$ cat config.mk
export PLATFORM = sky130hd
export DESIGN_NAME = json_stream_tokenizer
export DESIGN_NICKNAME = d
export VERILOG_FILES = /design/src/rtl/jst_pkg.sv /design/src/rtl/jst_ctrl.sv /design/src/rtl/jst_dpath.sv /design/src/rtl/json_stream_tokenizer.sv
export VERILOG_INCLUDE_DIRS = /design/src /design/src/rtl
export SDC_FILE = /design/constraint.sdc
export NUM_CORES = 1
export LEC_CHECK = 0
export BUFFER_PORTS_ARGS = -buffer_cell sky130_fd_sc_hd__clkbuf_2
export CAP_MARGIN = 10
export CORE_MARGIN = 5
export CORE_UTILIZATION = 50
export CTS_CLUSTER_DIAMETER = 80
export DETAILED_ROUTE_END_ITERATION = 7
export HOLD_SLACK_MARGIN = 0.12
export PLACE_DENSITY = 0.77
export SYNTH_ARGS = -nofsm -noshare
export SYNTH_HDL_FRONTEND = slang
export SYNTH_SLANG_ARGS = --single-unit
$ cat constraint.sdc
create_clock -name clk -period 4.2 [get_ports clk]
set_input_delay 0.84 -clock clk [delete_from_list [all_inputs] [get_ports clk]]
set_output_delay 0.84 -clock clk [all_outputs]
set_load 0.01 [all_outputs]
$ cat src/rtl/assert_macros.svh
// Assertion helpers for the RTL top level
`ifndef ASSERT_MACROS_SVH
`define ASSERT_MACROS_SVH
`ifndef SYNTHESIS
// Check a condition at every clock edge outside reset
`define ASSERT_ALWAYS(lbl, cond) \
  lbl: assert property (@(posedge clk) disable iff (rst) (cond)) \
    else $error("assertion failed");
// Check that a condition implies another in the following cycle
`define ASSERT_NEXT(lbl, pre, post) \
  lbl: assert property (@(posedge clk) disable iff (rst) (pre) |=> (post)) \
    else $error("assertion failed");
`else
`define ASSERT_ALWAYS(lbl, cond)
`define ASSERT_NEXT(lbl, pre, post)
`endif
`endif

$ cat src/rtl/jst_pkg.sv
`default_nettype none
package jst_pkg;

  localparam int DefMaxDepth = 32;

  typedef enum logic [3:0] {
    EV_STR_CH     = 4'd0,
    EV_KEY_CH     = 4'd1,
    EV_NUM_CH     = 4'd2,
    EV_STR_END    = 4'd3,
    EV_KEY_END    = 4'd4,
    EV_NUM_END    = 4'd5,
    EV_TRUE       = 4'd6,
    EV_FALSE      = 4'd7,
    EV_NULL       = 4'd8,
    EV_ENTER_LIST = 4'd9,
    EV_EXIT_LIST  = 4'd10,
    EV_ENTER_MAP  = 4'd11,
    EV_EXIT_MAP   = 4'd12,
    EV_ERROR      = 4'd13,
    EV_FINISH     = 4'd14
  } ev_t;

  typedef enum logic [4:0] {
    M_IDLE      = 5'd0,
    M_OPEN_LIST = 5'd1,
    M_OPEN_MAP  = 5'd2,
    M_STR       = 5'd3,
    M_KEY       = 5'd4,
    M_COLON     = 5'd5,
    M_N_SIGN    = 5'd6,
    M_N_ZERO    = 5'd7,
    M_N_INT     = 5'd8,
    M_N_DOT     = 5'd9,
    M_N_FRAC    = 5'd10,
    M_N_EXP     = 5'd11,
    M_N_ESIGN   = 5'd12,
    M_N_EDIG    = 5'd13,
    M_LIT_T     = 5'd14,
    M_LIT_F     = 5'd15,
    M_LIT_N     = 5'd16
  } mode_t;

  typedef enum logic [1:0] {
    S_IN     = 2'd0,
    S_SECOND = 2'd1,
    S_DRAIN  = 2'd2
  } ctrl_state_t;

  // Controller to datapath
  typedef struct packed {
    logic take_byte;
    logic take_end;
    logic emit_second;
    logic emit_exit;
    logic emit_finish;
  } cmd_t;

  // Datapath to controller
  typedef struct packed {
    logic out_free;
    logic two_events;
    logic lvl_zero;
  } status_t;

  // Letters of true, false and null
  function automatic logic [7:0] lit_char(input logic [1:0] w, input logic [2:0] i);
    logic [7:0] c;
    c = 8'h00;
    case (w)
      2'd0: case (i)
        3'd0: c = "t";
        3'd1: c = "r";
        3'd2: c = "u";
        3'd3: c = "e";
        default: c = 8'h00;
      endcase
      2'd1: case (i)
        3'd0: c = "f";
        3'd1: c = "a";
        3'd2: c = "l";
        3'd3: c = "s";
        3'd4: c = "e";
        default: c = 8'h00;
      endcase
      2'd2: case (i)
        3'd0: c = "n";
        3'd1: c = "u";
        3'd2: c = "l";
        3'd3: c = "l";
        default: c = 8'h00;
      endcase
      default: c = 8'h00;
    endcase
    return c;
  endfunction

  function automatic logic [2:0] lit_len(input logic [1:0] w);
    return (w == 2'd1) ? 3'd5 : 3'd4;
  endfunction

endpackage
`default_nettype wire

$ cat src/rtl/jst_ctrl.sv
`default_nettype none
module jst_ctrl
  import jst_pkg::*;
(
  input  wire logic    clk,
  input  wire logic    rst,
  input  wire logic    in_valid,
  input  wire logic    in_kind,
  output logic         in_ready,
  input  wire status_t st,
  output cmd_t         cmd
);

  ctrl_state_t state, state_next;

  // State register
  always_ff @(posedge clk) begin
    if (rst) begin
      state <= S_IN;
    end else begin
      state <= state_next;
    end
  end

  // Sequence items and extra results
  always_comb begin
    state_next = state;
    cmd = '0;
    in_ready = 1'b0;
    unique case (state)
      S_IN: begin
        in_ready = st.out_free;
        if (in_valid && st.out_free) begin
          if (in_kind) begin
            cmd.take_end = 1'b1;
            state_next = S_DRAIN;
          end else begin
            cmd.take_byte = 1'b1;
            if (st.two_events) state_next = S_SECOND;
          end
        end
      end
      S_SECOND: begin
        if (st.out_free) begin
          cmd.emit_second = 1'b1;
          state_next = S_IN;
        end
      end
      S_DRAIN: begin
        if (st.out_free) begin
          if (!st.lvl_zero) begin
            cmd.emit_exit = 1'b1;
          end else begin
            cmd.emit_finish = 1'b1;
            state_next = S_IN;
          end
        end
      end
      default: state_next = S_IN;
    endcase
  end

endmodule
`default_nettype wire

$ cat src/rtl/jst_dpath.sv
`default_nettype none
module jst_dpath
  import jst_pkg::*;
#(
  parameter int MAX_DEPTH = DefMaxDepth
) (
  input  wire logic       clk,
  input  wire logic       rst,
  input  wire cmd_t       cmd,
  output status_t         st,
  input  wire logic [7:0] in_byte,
  input  wire logic       out_ready,
  output logic            out_valid,
  output logic [3:0]      out_ev,
  output logic [7:0]      out_ch,
  output logic            out_last
);

  localparam int LvlW = $clog2(MAX_DEPTH + 1);
  localparam int IdxW = (MAX_DEPTH > 1) ? $clog2(MAX_DEPTH) : 1;

  // Lexer state
  logic            stack [MAX_DEPTH];
  logic [LvlW-1:0] lvl, lvl_next, lvl_m1;
  mode_t           mode, mode_next;
  logic            ek, ek_next, av, av_next, err, err_next;
  logic [2:0]      li, li_next;
  ev_t             sec_ev;

  // Byte decode
  logic b_ws, b_dig, b_ex, top, top_map, top_list, lvl_full;
  logic v1, v2, push, push_map;
  ev_t  e1, e2;
  logic [7:0] c1;
  logic sep_err, sep_emit, sep_comma;
  ev_t  sep_ev;
  logic sep_go, key_go, val_go, may_close, num_done, num_adv;
  mode_t num_nm;
  logic [1:0] lw;
  logic head_v, load;
  ev_t  head_ev;

  assign lvl_m1   = lvl - 1'b1;
  assign top      = stack[lvl_m1[IdxW-1:0]];
  assign top_map  = (lvl != '0) && top;
  assign top_list = (lvl != '0) && !top;
  assign lvl_full = (lvl == LvlW'(MAX_DEPTH));

  assign b_ws  = (in_byte == 8'd32) || (in_byte == 8'd9) || (in_byte == 8'd10) ||
                 (in_byte == 8'd13);
  assign b_dig = (in_byte >= "0") && (in_byte <= "9");
  assign b_ex  = (in_byte == "e") || (in_byte == "E");

  // Separator after a complete value
  always_comb begin
    sep_err = 1'b0;
    sep_emit = 1'b0;
    sep_comma = 1'b0;
    sep_ev = EV_EXIT_LIST;
    if (b_ws) begin
      sep_err = 1'b0;
    end else if (in_byte == ",") begin
      if (lvl == '0) sep_err = 1'b1;
      else sep_comma = 1'b1;
    end else if (in_byte == "]") begin
      if (top_list) sep_emit = 1'b1;
      else sep_err = 1'b1;
    end else if (in_byte == "}") begin
      sep_ev = EV_EXIT_MAP;
      if (top_map) sep_emit = 1'b1;
      else sep_err = 1'b1;
    end else begin
      sep_err = 1'b1;
    end
  end

  // Number grammar step
  always_comb begin
    num_adv = 1'b1;
    num_nm = mode;
    if (mode == M_N_SIGN && b_dig) begin
      num_nm = (in_byte == "0") ? M_N_ZERO : M_N_INT;
    end else if ((mode == M_N_ZERO || mode == M_N_INT) && in_byte == ".") begin
      num_nm = M_N_DOT;
    end else if ((mode == M_N_ZERO || mode == M_N_INT || mode == M_N_FRAC) && b_ex) begin
      num_nm = M_N_EXP;
    end else if (mode == M_N_INT && b_dig) begin
      num_nm = M_N_INT;
    end else if ((mode == M_N_DOT || mode == M_N_FRAC) && b_dig) begin
      num_nm = M_N_FRAC;
    end else if (mode == M_N_EXP && (in_byte == "+" || in_byte == "-")) begin
      num_nm = M_N_ESIGN;
    end else if ((mode == M_N_EXP || mode == M_N_ESIGN || mode == M_N_EDIG) && b_dig) begin
      num_nm = M_N_EDIG;
    end else begin
      num_adv = 1'b0;
    end
  end

  assign num_done = (mode == M_N_ZERO) || (mode == M_N_INT) || (mode == M_N_FRAC) ||
                    (mode == M_N_EDIG);
  assign sep_go    = (mode == M_IDLE) && av;
  assign key_go    = ((mode == M_IDLE) && !av && ek) || (mode == M_OPEN_MAP);
  assign val_go    = ((mode == M_IDLE) && !av && !ek) || (mode == M_OPEN_LIST);
  assign may_close = (mode == M_OPEN_MAP) || (mode == M_OPEN_LIST);
  assign lw        = 2'(mode - M_LIT_T);

  // Next lexer state and events for one document byte
  always_comb begin
    lvl_next = lvl;
    mode_next = mode;
    ek_next = ek;
    av_next = av;
    li_next = li;
    err_next = err;
    v1 = 1'b0;
    e1 = EV_ERROR;
    c1 = 8'h00;
    v2 = 1'b0;
    e2 = EV_ERROR;
    push = 1'b0;
    push_map = 1'b0;
    if (err) begin
      v1 = 1'b0;
    end else if (sep_go) begin
      if (sep_err) begin
        v1 = 1'b1;
        err_next = 1'b1;
      end else if (sep_emit) begin
        v1 = 1'b1;
        e1 = sep_ev;
        lvl_next = lvl_m1;
      end else if (sep_comma) begin
        av_next = 1'b0;
        ek_next = top_map;
      end
    end else if (key_go) begin
      if (b_ws) begin
        v1 = 1'b0;
      end else if (may_close && in_byte == "}") begin
        v1 = 1'b1;
        if (top_map) begin
          e1 = EV_EXIT_MAP;
          lvl_next = lvl_m1;
          mode_next = M_IDLE;
          av_next = 1'b1;
          ek_next = 1'b0;
          li_next = '0;
        end else begin
          err_next = 1'b1;
        end
      end else if (in_byte == "\"") begin
        mode_next = M_KEY;
        ek_next = 1'b0;
      end else begin
        v1 = 1'b1;
        err_next = 1'b1;
      end
    end else if (val_go) begin
      if (b_ws) begin
        v1 = 1'b0;
      end else if (may_close && in_byte == "]") begin
        v1 = 1'b1;
        if (top_list) begin
          e1 = EV_EXIT_LIST;
          lvl_next = lvl_m1;
          mode_next = M_IDLE;
          av_next = 1'b1;
          ek_next = 1'b0;
          li_next = '0;
        end else begin
          err_next = 1'b1;
        end
      end else if (in_byte == "\"") begin
        mode_next = M_STR;
      end else if (in_byte == "[" || in_byte == "{") begin
        v1 = 1'b1;
        if (lvl_full) begin
          err_next = 1'b1;
        end else begin
          push = 1'b1;
          push_map = (in_byte == "{");
          lvl_next = lvl + 1'b1;
          e1 = push_map ? EV_ENTER_MAP : EV_ENTER_LIST;
          mode_next = push_map ? M_OPEN_MAP : M_OPEN_LIST;
          ek_next = push_map;
          av_next = 1'b0;
        end
      end else if (in_byte == "-" || b_dig) begin
        v1 = 1'b1;
        e1 = EV_NUM_CH;
        c1 = in_byte;
        mode_next = (in_byte == "-") ? M_N_SIGN : (in_byte == "0") ? M_N_ZERO : M_N_INT;
      end else if (in_byte == "t" || in_byte == "f" || in_byte == "n") begin
        mode_next = (in_byte == "t") ? M_LIT_T : (in_byte == "f") ? M_LIT_F : M_LIT_N;
        li_next = 3'd1;
      end else begin
        v1 = 1'b1;
        err_next = 1'b1;
      end
    end else begin
      case (mode)
        M_STR, M_KEY: begin
          v1 = 1'b1;
          if ((in_byte < 8'd32 && in_byte != 8'd9) || in_byte == "\\") begin
            err_next = 1'b1;
          end else if (in_byte == "\"") begin
            if (mode == M_KEY) begin
              e1 = EV_KEY_END;
              mode_next = M_COLON;
            end else begin
              e1 = EV_STR_END;
              mode_next = M_IDLE;
              av_next = 1'b1;
              ek_next = 1'b0;
              li_next = '0;
            end
          end else begin
            e1 = (mode == M_KEY) ? EV_KEY_CH : EV_STR_CH;
            c1 = in_byte;
          end
        end
        M_COLON: begin
          if (b_ws) begin
            v1 = 1'b0;
          end else if (in_byte == ":") begin
            mode_next = M_IDLE;
            av_next = 1'b0;
            ek_next = 1'b0;
          end else begin
            v1 = 1'b1;
            err_next = 1'b1;
          end
        end
        M_N_SIGN, M_N_ZERO, M_N_INT, M_N_DOT, M_N_FRAC, M_N_EXP, M_N_ESIGN,
        M_N_EDIG: begin
          v1 = 1'b1;
          if (num_adv) begin
            e1 = EV_NUM_CH;
            c1 = in_byte;
            mode_next = num_nm;
          end else if (num_done && !b_dig) begin
            // End the number, then treat the byte as a separator
            e1 = EV_NUM_END;
            mode_next = M_IDLE;
            av_next = 1'b1;
            ek_next = 1'b0;
            li_next = '0;
            if (sep_err) begin
              v2 = 1'b1;
              err_next = 1'b1;
            end else if (sep_emit) begin
              v2 = 1'b1;
              e2 = sep_ev;
              lvl_next = lvl_m1;
            end else if (sep_comma) begin
              av_next = 1'b0;
              ek_next = top_map;
            end
          end else begin
            err_next = 1'b1;
          end
        end
        M_LIT_T, M_LIT_F, M_LIT_N: begin
          if (li >= lit_len(lw) || in_byte != lit_char(lw, li)) begin
            v1 = 1'b1;
            err_next = 1'b1;
          end else begin
            li_next = li + 1'b1;
            if (li_next == lit_len(lw)) begin
              v1 = 1'b1;
              e1 = ev_t'(EV_TRUE + 4'(lw));
              mode_next = M_IDLE;
              av_next = 1'b1;
              ek_next = 1'b0;
              li_next = '0;
            end
          end
        end
        default: begin
          v1 = 1'b1;
          err_next = 1'b1;
        end
      endcase
    end
  end

  // Leading result of the end item
  always_comb begin
    head_v = 1'b0;
    head_ev = EV_ERROR;
    if (lvl != '0) begin
      head_v = 1'b1;
    end else if (!err) begin
      if (num_done) begin
        head_v = 1'b1;
        head_ev = EV_NUM_END;
      end else if (mode != M_IDLE) begin
        head_v = 1'b1;
      end
    end
  end

  assign load = (cmd.take_byte && v1) || (cmd.take_end && head_v) || cmd.emit_second ||
                cmd.emit_exit || cmd.emit_finish;

  assign st.out_free   = !out_valid || out_ready;
  assign st.two_events = v2;
  assign st.lvl_zero   = (lvl == '0);

  // Control state
  always_ff @(posedge clk) begin
    if (rst) begin
      lvl <= '0;
      mode <= M_IDLE;
      ek <= 1'b0;
      av <= 1'b0;
      li <= '0;
      err <= 1'b0;
      out_valid <= 1'b0;
    end else begin
      if (cmd.take_byte) begin
        lvl <= lvl_next;
        mode <= mode_next;
        ek <= ek_next;
        av <= av_next;
        li <= li_next;
        err <= err_next;
      end else if (cmd.emit_exit) begin
        lvl <= lvl_m1;
      end else if (cmd.emit_finish) begin
        lvl <= '0;
        mode <= M_IDLE;
        ek <= 1'b0;
        av <= 1'b0;
        li <= '0;
        err <= 1'b0;
      end
      if (load) out_valid <= 1'b1;
      else if (out_ready) out_valid <= 1'b0;
    end
  end

  // Nesting stack: push writes the new top
  always_ff @(posedge clk) begin
    if (cmd.take_byte && push) stack[lvl[IdxW-1:0]] <= push_map;
  end

  // Output item and held second result
  always_ff @(posedge clk) begin
    if (cmd.take_byte) sec_ev <= e2;
    if (cmd.take_byte && v1) begin
      out_ev <= e1;
      out_ch <= c1;
      out_last <= !v2;
    end else if (cmd.take_end && head_v) begin
      out_ev <= head_ev;
      out_ch <= 8'h00;
      out_last <= 1'b0;
    end else if (cmd.emit_second) begin
      out_ev <= sec_ev;
      out_ch <= 8'h00;
      out_last <= 1'b1;
    end else if (cmd.emit_exit) begin
      out_ev <= top ? EV_EXIT_MAP : EV_EXIT_LIST;
      out_ch <= 8'h00;
      out_last <= 1'b0;
    end else if (cmd.emit_finish) begin
      out_ev <= EV_FINISH;
      out_ch <= 8'h00;
      out_last <= 1'b1;
    end
  end

endmodule
`default_nettype wire

$ cat src/rtl/json_stream_tokenizer.sv
`default_nettype none
`include "assert_macros.svh"
// Streaming JSON tokenizer. Feed document bytes (tuser 0) and then one end
// item (tuser 1); each byte gives zero, one or two events, the end item gives
// an optional error or number end, one exit per open level and finish. The
// last event of each input item carries tlast. A byte that ends a number and
// also closes a level or faults gives its second event from the S_SECOND
// state, since the controller places results one per cycle, while the output
// register is free, into a single output register. After an error, bytes give
// nothing until the end item, which restores the reset state.
module json_stream_tokenizer
  import jst_pkg::*;
#(
  parameter int MAX_DEPTH = DefMaxDepth
) (
  input  wire logic        clk,
  input  wire logic        rst,
  input  wire logic        s_tvalid,
  output logic             s_tready,
  input  wire logic [7:0]  s_tdata,   // [7:0] byte_value
  input  wire logic        s_tuser,   // [0] kind
  output logic             m_tvalid,
  input  wire logic        m_tready,
  output logic [15:0]      m_tdata,   // [3:0] event_res, [11:4] text_byte
  output logic             m_tlast    // last_of_run
);

  cmd_t       cmd;
  status_t    st;
  logic [3:0] out_ev;
  logic [7:0] out_ch;

  jst_ctrl u_ctrl (
    .clk      (clk),
    .rst      (rst),
    .in_valid (s_tvalid),
    .in_kind  (s_tuser),
    .in_ready (s_tready),
    .st       (st),
    .cmd      (cmd)
  );

  jst_dpath #(
    .MAX_DEPTH (MAX_DEPTH)
  ) u_dpath (
    .clk       (clk),
    .rst       (rst),
    .cmd       (cmd),
    .st        (st),
    .in_byte   (s_tdata),
    .out_ready (m_tready),
    .out_valid (m_tvalid),
    .out_ev    (out_ev),
    .out_ch    (out_ch),
    .out_last  (m_tlast)
  );

  assign m_tdata = {4'b0000, out_ch, out_ev};

  // Checks
  `ASSERT_ALWAYS(a_ready_free, !s_tready || !m_tvalid || m_tready)
  `ASSERT_ALWAYS(a_one_cmd, $onehot0(cmd))
  `ASSERT_ALWAYS(a_finish_last, !(m_tvalid && m_tdata[3:0] == EV_FINISH) || m_tlast)
  `ASSERT_NEXT(a_end_drains, s_tvalid && s_tready && s_tuser, !s_tready)

endmodule
`default_nettype wire
==> impl_metrics.tcl <==
set metrics [dict create \
    status "finished, final reports clean" \
    crit_top_cell "buf_4" \
    worstPathRequired_ns 4.45 \
    end_kind "flop" \
    stdcell_area_mm2 0.00604 \
    ys_types 88 \
    ys_ff_latch 68 \
    synth-async-reset-ratio 0 \
    vias_per_cell 6.59 \
    clock_path_buffers 2 \
    die_h_um 115 \
    ys_seq_area_frac 0.332 \
    diodes 0 \
    grt-busiest-layer "met2" \
    synth_edf_count 48 \
    min_period_ns 3.52 \
    layout.nets 698 \
    crit_path_top_delay_cell "nor3b_1" \
    grt_max_degree 33 \
    wl_um 17400 \
    synthToLayoutAreaGrowth_pct 8.89 \
    clkTransAtPathRegs_ns 0.08 \
    path_class "reg2reg" \
    path_delay_family "multiplexers" \
    fmax_ghz 0.284 \
    antenna_found_initial 0 \
    cp_cell_sequence "inv_1 > ha_1 > nor3b_1 > xor2_1 > mux4_2 > a211oi_2 > buf_4 > mux2i_1 > buf_4 > nor3_1 > a2111oi_0" \
    drive_above_1_share 0.157 \
    gr-total-overflow 0 \
    synth_area_per_cell_um2 8.54 \
    syn_inst 649 \
    period_share 0.838 \
    hp-class "reg2reg" \
    max-vdd-ir-drop_uv 265 \
    critPathBufInv 3 \
    wl_per_cell_um 21.2 \
    vias 5384 \
    power.density_mw_per_mm2 256 \
    grt_pass1_vias 5113 \
    final_max_slew_viol_count 0 \
    tns_ns 0 \
    placed_area_mm2 0.00585 \
    crit_arrival_ns 3.77 \
    yosys_warnings 0 \
    use_met3 0.0568 \
    syn-cell-area_mm2 0.00555 \
    postCtsHoldBufs 0 \
    cts_htree_levels 3 \
    clk_latency_ns 0.37 \
    core_mm2 0.0108 \
    rsz0062_at_grt "false" \
    cts_root_buffer "clkbuf_8" \
    initial_core_util 0.512 \
    setup_viol 0 \
    cts_resized 0 \
    layout_common_cells "78 x nor2_1, 61 x nand2_1, 48 x edfxtp_1" \
    drc 0 \
    final_antenna_net_count 0 \
    maxSlewHeadroom 0.296 \
    cts_inserted_buffers 9 \
    hold_viol_final 0 \
    synth_ff_type "edfxtp_1" \
    dpl.hpwl_um 13000 \
    power_uw 1540 \
    cp-start-kind "flop" \
    use_met1 0.360 \
    drt-pass1-iter-count 6 \
    cts_tree "done" \
    drv_cap 0 \
    gp_congestion 0.990 \
    grt_pass1_wl_um 27500 \
    max_stage_delay_ns 0.46 \
    cp_max_fo 13 \
    clock-sinks 68 \
    pin_count 32 \
    dieArea_mm2 0.0133 \
    tightest_slew_ns 1.05 \
    layout_commonest_cell "nor2_1" \
    grtUsageTotal 0.270 \
    num_rows 38 \
    met2_usage 0.423 \
    p_leak_uw 0.00205 \
    cts_setup_buffers 0 \
    portBuffers 27 \
    fin_util 0.557 \
    skew_ns 0.0125 \
    die_w_um 115 \
    drtIter0Drc 674 \
]
[state kept, by name (all words and copies together) (netlist names), 2 cells and up]
signal	cells
u_dpath.mode	5
u_dpath.out_ev	4
u_dpath.lvl	6
u_ctrl.state	2
u_dpath.sec_ev	3
u_dpath.li	3
u_dpath.stack	32
u_dpath.out_ch	8
[report_power, final]
group	switching, uW	internal, uW
Clock	265	270
Sequential	12.9	733
Combinational	165	98.5
Total	443	1100
[worst register-to-register path: stages (launching register included)]
cell and delay (ns):
dfxtp_1 0.32, inv_1 0.18, ha_1 0.20, nor3b_1 0.46, xor2_1 0.33, mux4_2 0.36
a211oi_2 0.22, buf_4 0.24, mux2i_1 0.47, buf_4 0.22, nor3_1 0.05, a2111oi_0 0.35
[per-layer routing]
layer | share of wire | vias to the layer above
met3 | 0.093 | 47
met5 | 0 | -
met1 | 0.42 | 2532
met2 | 0.46 | 319
met4 | 0.036 | 0
li1 | - | 2486
[cells in the mapped netlist, drive strengths merged (14+ instances only)]
cell    instances  area [um2]
inv            20        75.1
buf            20         131
nand2b         16         100
nand2          61         229
o21ai          34         170
clkbuf         23        87.6
a21oi          40         204
nor2           78         293
mux2i          15         150
edfxtp         48        1440
or3            14        87.6
nor3           25         125
nand3          18        90.1
dfxtp          20         400
[stage by stage]
stage                     std cells  hold slack [ns]  setup WS, ns
after floorplan                 652            0.443         0.519
after global placement          802            0.463         0.517
after detailed placement        802            0.464         0.495
after CTS                       817            0.479         0.689
after global routing            817            0.512         0.286
final                           817            0.472         0.680
[kinds of logic (layout without fill, tap and decap cells)]
| kind of cell | count (synthesis) | count (layout) | share of synthesized area |
|---|---|---|---|
| adders and majority gates | 12 | 12 | 0.0271 |
| xor gates and xnor gates | 14 | 14 | 0.0221 |
| DFF | 68 | 68 | 0.332 |
| muxes | 25 | 25 | 0.0663 |
| and+or+nand+nor | 297 | 297 | 0.285 |
| other | 1 | 4 | 0.000676 |
| buffers and inverters | 64 | 89 | 0.0537 |
| AOI/OAI and AO/OA | 168 | 168 | 0.213 |
[layout make-up]
class,instances,area [um2]
clock buffers,9,124
clock inverters,6,66.3
fillers,1019,4800
inverters,21,78.8
multi-input cells,520,3420
flip-flops and latches,68,1840
well taps,140,175
repair buffers,53,330
[worst paths after layout]
check / start / end / slack [ns] / cells after the start
worst min-delay path: u_dpath.ek / u_dpath.ek / 0.47 / 2
worst max register to register: u_dpath.lvl[0] / u_dpath.lvl[1] / 0.68 / 11
worst max-delay path: u_dpath.lvl[0] / u_dpath.lvl[1] / 0.68 / 11
worst min register to register: u_dpath.ek / u_dpath.ek / 0.47 / 2
No activity file was read; power rests on OpenSTA's default activity.
